`src/fga_pkg.sv`:
```
// shared types, constants and codes of the filtered group-by aggregator
// no dependencies
`timescale 1ns / 1ps
package fga_pkg;
    localparam int KeyCodes   = 4096;
    localparam int GroupCodes = 32;
    localparam int AggGroups  = 4096;
    localparam int DictCodes  = 1024;
    localparam int Filters    = 4;

    localparam int KmapDepth = 4 * KeyCodes;
    localparam int CkDepth   = GroupCodes * GroupCodes * GroupCodes;
    localparam int DictDepth = 4 * DictCodes;
    localparam int KmapAw    = $clog2(KmapDepth);
    localparam int CkAw      = $clog2(CkDepth);
    localparam int DictAw    = $clog2(DictDepth);
    localparam int AggAw     = $clog2(AggGroups);
    localparam int GrpW      = $clog2(GroupCodes);
    localparam int KcW       = $clog2(KeyCodes);
    localparam int DcW       = $clog2(DictCodes);

    localparam int InW  = 112;
    localparam int OutW = 80;

    typedef enum logic [2:0] {
        OP_ROW = 3'd0, OP_LD_KMAP = 3'd1, OP_LD_CK = 3'd2,
        OP_LD_DICT = 3'd3, OP_READ = 3'd4
    } op_t;

    typedef enum logic [2:0] {
        ST_ADDED = 3'd0, ST_FILTERED = 3'd1, ST_MISSING = 3'd2,
        ST_LOADED = 3'd3, ST_READ = 3'd4
    } status_t;

    typedef enum logic [1:0] {
        CFG_MODE = 2'd0, CFG_MASK = 2'd1, CFG_DIMS = 2'd2
    } cfg_idx_t;

    localparam logic [1:0] MODE_COST = 2'd1;
    localparam logic [1:0] MODE_PROD = 2'd2;

    // back end sequencer states
    typedef enum logic [3:0] {
        B_CLEAR, B_IDLE, B_K0, B_K1, B_K2, B_KW, B_CK, B_CKW,
        B_SUM, B_SUMW, B_ACC, B_OUT
    } bstate_t;

    // classified command passed from front to back
    typedef struct packed {
        logic [2:0]  op;
        logic        pass;
        logic [1:0]  mode;
        logic [1:0]  dims;
        logic [11:0] kc0;
        logic [11:0] kc1;
        logic [11:0] kc2;
        logic [9:0]  va;
        logic [9:0]  vb;
        logic [1:0]  sel;
        logic [14:0] idx;
        logic [31:0] data;
    } cmd_t;

    localparam int CmdW = $bits(cmd_t);
endpackage

```
`src/fga_front.sv`:
```
// front end: configuration registers, filter check and command queue
// depends on fga_pkg
`timescale 1ns / 1ps
module fga_front (
    input  logic                 aclk,
    input  logic                 aresetn,
    input  logic                 s_tvalid,
    output logic                 s_tready,
    input  logic [fga_pkg::InW-1:0] s_tdata,
    input  logic                 cfg_valid,
    output logic                 cfg_ready,
    input  logic [1:0]           cfg_index,
    input  logic [31:0]          cfg_data,
    output logic                 q_valid,
    input  logic                 q_ready,
    output fga_pkg::cmd_t        q_cmd
);
    import fga_pkg::*;

    logic [1:0] mode_reg;
    logic [3:0] mask_reg;
    logic [1:0] dims_reg;
    cmd_t       buf_reg [2];
    logic [1:0] cnt_reg, cnt_next;
    logic       wp_reg, rp_reg;
    cmd_t       cmd;
    logic [3:0] mask_eff;
    logic       push, pop;

    assign cfg_ready = 1'b1;
    assign mask_eff  = mask_reg & 4'((1 << Filters) - 1);

    always_comb begin
        cmd      = '0;
        cmd.op   = s_tdata[2:0];
        cmd.kc0  = s_tdata[18:7];
        cmd.kc1  = s_tdata[30:19];
        cmd.kc2  = s_tdata[42:31];
        cmd.va   = s_tdata[52:43];
        cmd.vb   = s_tdata[62:53];
        cmd.sel  = s_tdata[64:63];
        cmd.idx  = s_tdata[79:65];
        cmd.data = s_tdata[111:80];
        cmd.pass = ((s_tdata[6:3] & mask_eff) == mask_eff);
        cmd.mode = mode_reg;
        cmd.dims = dims_reg;
    end

    assign s_tready = (cnt_reg != 2'd2);
    assign push     = s_tvalid && s_tready;
    assign q_valid  = (cnt_reg != 2'd0);
    assign pop      = q_valid && q_ready;
    assign q_cmd    = buf_reg[rp_reg];
    assign cnt_next = cnt_reg + 2'(push) - 2'(pop);

    always_ff @(posedge aclk) begin
        if (!aresetn) begin
            mode_reg <= '0;
            mask_reg <= '0;
            dims_reg <= '0;
            cnt_reg  <= '0;
            wp_reg   <= 1'b0;
            rp_reg   <= 1'b0;
        end else begin
            if (cfg_valid) begin
                unique case (cfg_index)
                    CFG_MODE: mode_reg <= cfg_data[1:0];
                    CFG_MASK: mask_reg <= cfg_data[3:0];
                    CFG_DIMS: dims_reg <= cfg_data[1:0];
                    default:  ;
                endcase
            end
            cnt_reg <= cnt_next;
            if (push) wp_reg <= !wp_reg;
            if (pop)  rp_reg <= !rp_reg;
        end
        if (push) begin
            buf_reg[wp_reg] <= cmd;
        end
    end
endmodule

```
`config.mk`:
```
export PLATFORM = sky130hd
export DESIGN_NAME = fga_front
export DESIGN_NICKNAME = d
export VERILOG_FILES = /design/src/fga_pkg.sv /design/src/fga_front.sv
export SDC_FILE = /design/constraint.sdc
export NUM_CORES = 1
export LEC_CHECK = 0
export BUFFER_PORTS_ARGS = -buffer_cell sky130_fd_sc_hd__clkbuf_2
export CAP_MARGIN = 10
export CORE_MARGIN = 3
export CORE_UTILIZATION = 50
export DETAILED_ROUTE_END_ITERATION = 8
export GPL_ROUTABILITY_DRIVEN = 0
export GPL_TIMING_DRIVEN = 1
export PLACE_DENSITY = 0.76
export SLEW_MARGIN = 20
export SYNTH_ARGS = -nofsm -noshare
export SYNTH_HDL_FRONTEND = slang
export SYNTH_SLANG_ARGS = --single-unit
```
`constraint.sdc`:
```
create_clock -name aclk -period 10.2 [get_ports aclk]
set_input_delay 1.02 -clock aclk [delete_from_list [all_inputs] [get_ports aclk]]
set_output_delay 1.02 -clock aclk [all_outputs]
set_load 0.01 [all_outputs]
```
Word level (Yosys, flattened, before mapping)
Memory sizes are Yosys's and may differ from the RTL's. A register that Yosys moved wholly into a read port is not among the register bits.
Cells that the tools add are included.
Storage, ports and cells
  memories kept: 1
  logic and storage cells: 27
  bits in writable memories: 226
  register bits: 12
  input port bits: 151
Memory list
  buf_reg: words 2, bits a word 113, read ports 1, clocked after Yosys merged registers in 1, wr ports 1, line fga_front.sv:23  | cmd_t buf_reg [2];
Cells by class
  bitwise logic cells: 1
  add/sub/neg operators: 2
  reduce and logical (&&, ||, !) cells: 9
  multiplexer cells: 4
  eq/ne operators: 4
Operator list (number)
  2-bit AND reduction: 3
  4-bit AND: 1
  4-bit equality test: 1
  1-bit two-way mux: 4
  2-bit by 1-bit adder with 2-bit output: 1
  2-bit by 1-bit equality test with 1-bit output, second input constant: 1
  2-bit equality test, second input constant: 1
  1-bit logical AND: 2
  1-bit logical NOT: 2
  2-bit logical NOT: 1
  2-bit != test, second input constant: 1
  2-bit nonzero test: 1
  2-bit by 1-bit subtractor with 2-bit output: 1

Longest topological paths before layout
  depth in word-level cells: 4
  gate-level depth with buffers: 6
  gate-level depth less buffers: 6

Worst setup path before layout
No wires, ideal clock.
  path type: input-to-reg
  from: input s_tvalid
  to: memory buf_reg[0][0] in the netlist's numbering, enable pin
  stages: 2
  required time: 9734 ps
  arrival time: 3303 ps
  buffers on the path: 0
  path slack: 6431 ps
  setup time: 466 ps
  path through: nand3b_1 > inv_1
Between the ends
  word-level cells in the longest chain between the ends: 3
Ends and longest elaborated chain
  start: declaration: line fga_front.sv:7  | input logic s_tvalid,
  1-bit logical AND: line fga_front.sv:50  | assign push = s_tvalid && s_tready;
  1-bit two-way mux: line fga_front.sv:77  | if (push) begin
  1-bit two-way mux (not written as such): line fga_front.sv:78  | buf_reg[wp_reg] <= cmd;
  end: declaration: line fga_front.sv:23
Every way passes these cells.

==> results_tabular.tex <==
\begin{tabular}{lr}
\hline
Metric & Value \\
\hline
\multicolumn{2}{l}{\textbf{Clock network}} \\
\quad Resized cells post-CTS & 0 \\
\quad Buffers inserted by post-CTS timing repair & 0 \\
\quad Master cell of the clock root buffer & clkbuf\_16 \\
\quad Clock slew at reported path FFs & 0.06 ns \\
\quad Clock buffer count from CTS & 24 \\
\quad Number of buffers added to fix hold violations after cts & 0 \\
\quad Clk\_lat worst skew & 0.49 ns \\
\quad Clk buf depth & 3 \\
\quad CTS H-tree lvls & 1 \\
\quad TritonCTS clock tree & done \\
\quad Clock net sink count & 239 \\
\multicolumn{2}{l}{\textbf{Power}} \\
\quad P per Cell Area & 233.4 nW/µm² \\
\quad IR Drop Worst-Case VDD & 0.1991 mV \\
\quad Static Leakage & 0.004202 µW \\
\quad Total power & 2563 µW \\
\multicolumn{2}{l}{\textbf{Synthesis}} \\
\quad EDFF count, synth & 226 \\
\quad Dominant combinational cell family by area after synthesis & multiplexers \\
\quad Cell area after synthesis & 8752 µm² \\
\quad Synthesized netlist cell count & 417 \\
\quad Post-synth ARST share & 0\% \\
\quad Share of the synthesized area in compound gates (AO/OA/AOI/OAI) & 0.6862\% \\
\quad Fraction of synthesized area in multiplexers & 15.45\% \\
\quad Post-synthesis sequential element count & 239 \\
\quad Per-instance average area after synthesis & 20.99 µm² \\
\quad Synthesized net count & 569 \\
\quad Synthesized-area fraction occupied by and/or/nand/nor cells & 1.973\% \\
\quad Total of warnings raised by yosys & 0 \\
\quad Post-synthesis xor/xnor area fraction & 0.1001\% \\
\quad Count of unique library cells instantiated by Yosys & 31 \\
\quad Part of the Yosys area used for sequential elements & 80.51\% \\
\quad Adder and majority cell fraction of the synthesized area & 0.1430\% \\
\quad Predominant post-synthesis flop cell & edfxtp\_1 \\
\multicolumn{2}{l}{\textbf{Run status}} \\
\quad Run status & finished, final reports clean \\
\multicolumn{2}{l}{\textbf{Routing}} \\
\quad Drt initial violations & 223 \\
\quad DRC violation count after routing & 0 \\
\quad Via count & 4,560 \\
\quad First-pass iteration count of the detailed router & 4 \\
\quad DRT Wirelength & 16.19 mm \\
\quad Drt wl/cell & 17.87 µm \\
\quad Post-detailed-route count of antenna-violating nets & 0 \\
\quad Via density & 5.033 \\
\multicolumn{2}{l}{\textbf{Setup path}} \\
\quad R2R setup slack & 7.68 ns \\
\quad Required time reported for the critical path endpoint & 9.18 ns \\
\quad CP arrival & 2.65 ns \\
\quad Critical path cell sequence & buf\_4 -> mux2\_2 -> clkbuf\_2 \\
\quad Highest net fanout along the worst path & 59 \\
\quad Critical path's slowest cell & dfxtp\_4 \\
\quad Critical path class & reg -> out \\
\quad Stage delay of the slowest cell on the critical path & 0.86 ns \\
\quad Type of element launching the critical path & flip-flop \\
\quad Type of element capturing the critical path & primary output \\
\multicolumn{2}{l}{\textbf{STA}} \\
\quad Fmax & 272.6 MHz \\
\quad Max-slew violation count & 0 \\
\quad Final hold violation count & 0 \\
\quad Final setup TNS & 0 ns \\
\quad Final-report setup violation count & 0 \\
\quad RSZ-0062 raised after global routing & no \\
\quad Final clock period utilization by the worst path & 35.97\% \\
\quad Layout Skew & 0.009924 ns \\
\quad Slew at the pin with the worst max-slew slack & 0.8091 ns \\
\quad Fin crit period & 3.669 ns \\
\quad Worst relative slew slack & 46.06\% \\
\multicolumn{2}{l}{\textbf{Die}} \\
\quad Height of the die & 138.3 µm \\
\quad Area of the core region & 16,880 µm² \\
\quad Number of top-level design ports & 267 \\
\quad Cell row count & 47 \\
\quad Die area & 19,130 µm² \\
\quad Die X & 138.3 µm \\
\quad Initial Util & 51.86\% \\
\multicolumn{2}{l}{\textbf{Global route}} \\
\quad Overflow left after global routing & 0 \\
\quad Pin count of the biggest net entering global routing & 60 \\
\quad First-pass GRT wire length & 26.03 mm \\
\quad Vias in the first global route & 5,002 \\
\quad Antenna violations before repair & 0 \\
\quad GRT Overall Usage & 16.64\% \\
\multicolumn{2}{l}{\textbf{Cells and area}} \\
\quad Final instance area & 10,980 µm² \\
\quad Max FFs per register & 226 \\
\quad Antenna diodes & 0 \\
\quad Area Growth Syn to Fin & 25.50\% \\
\quad Final standard cell count with taps included and fillers excluded & 906 \\
\quad Ratio of cells with drive above 1 in the final layout & 57.58\% \\
\quad Total number of nets in the final design & 820 \\
\multicolumn{2}{l}{\textbf{Placed design}} \\
\quad Port Buffer Count & 237 \\
\quad Inst Count DP & 862 \\
\quad Final HPWL DP & 11.08 mm \\
\quad Cell area after placement & 10,170 µm² \\
\multicolumn{2}{l}{\textbf{Flow run}} \\
\quad Number of max-cap violations & 0 \\
\multicolumn{2}{l}{\textbf{Min path}} \\
\quad Hold/Removal Path Class & reg -> reg \\
\hline
\end{tabular}
==> area by class of cell <==
cell class / count / area (µm²)
well taps: 220 / 275.3
flip-flops and latches: 239 / 7051
fillers: 1202 / 5893
clock inverters: 11 / 128.9
multi-input cells: 158 / 1614
repair buffers: 240 / 1209
inverters: 5 / 21.27
clock buffers: 33 / 685.7
==> layer usage <==
layer  GRT usage [%]  vias to the layer above  part of all wire, %
met1           20.32                     2207                   40
li1                -                     2139                    -
met3           5.249                       25                  8.8
met2           29.19                      189                   50
met4           3.796                        0                  2.1
met5               0                        -                    0
==> worst max-delay path, delay by kind of cell (launching register included) <==
kind | cells | cell delay, ns
flops | 1 | 0.86
buf+inv | 2 | 0.82
mux | 1 | 0.42
==> cell usage in the layout, fill, tap and decap left out, types with 2 or more instances in the layout <==
master / synthesis / layout
buf_4: 1 / 3
clkbuf_1: 1 / 5
and3_4: 1 / 2
and2_1: 3 / 3
mux2_2: 113 / 113
edfxtp_1: 226 / 226
clkbuf_16: 0 / 25
nor2b_1: 9 / 9
nor2_1: 2 / 2
clkbuf_8: 0 / 3
bufinv_16: 0 / 3
clkbuf_2: 0 / 237
dfxtp_1: 13 / 12
nand3b_1: 3 / 3
clkinv_2: 0 / 3
mux2i_1: 8 / 8
clkinv_1: 0 / 4
inv_1: 5 / 4
o21ai_0: 2 / 2
==> worst paths after layout <==
| kind | cells past startpoint | start | endpoint |
|---|---|---|---|
| worst max-delay path | 3 | flip-flop | q_cmd[57] |
| worst min-delay path | 0 | mode_reg[1]$_SDFFE_PN0P_ | buf_reg[0][108]$_DFFE_PP_ |
| worst max register to register | 3 | cnt_reg[0]$_SDFF_PN0_ | buf_reg[1][86]$_DFFE_PP_ |
| worst min register to register | 0 | mode_reg[1]$_SDFFE_PN0P_ | buf_reg[0][108]$_DFFE_PP_ |
==> synth_stat cells, types with 2 or more instances <==
cell type,n,area (µm²)
and2_1,3,18.77
buf_2,13,65.06
dfxtp_1,13,260.3
edfxtp_1,226,6787
inv_1,5,18.77
mux2_2,113,1272
mux2i_1,8,80.08
nand3b_1,3,22.52
nor2_1,2,7.510
nor2b_1,9,56.30
o21ai_0,2,10.01
==> through the flow <==
step	worst slack (ns)	util, %	hold WS [ns]
2_1_floorplan	6.431	-	0.4249
3_3_place_gp	7.022	60.26	0.4353
3_5_place_dp	7.000	60.26	0.4475
4_1_cts	6.479	65.08	0.4650
5_1_grt	6.361	65.08	0.4885
6_report	6.531	65.08	0.4703
==> logic make-up after synthesis <==
| family | after synthesis |
|---|---|
| flip-flops | 239 |
| AND/OR/NAND/NOR | 26 |
| XOR/XNOR | 1 |
| AO/OA/AOI/OAI | 8 |
| multiplexers | 121 |
| other | 1 |
| buffers and inverters | 20 |
| adder cells (fa/ha/maj) | 1 |
==> report_power, final <==
group          internal [µW]  switching (µW)  total (µW)
clock network            545             332         877
registers               1190            47.7        1230
logic                    220             232         453
total                   1950             612        2560
Note: power is estimated with default switching activity, not from simulation.
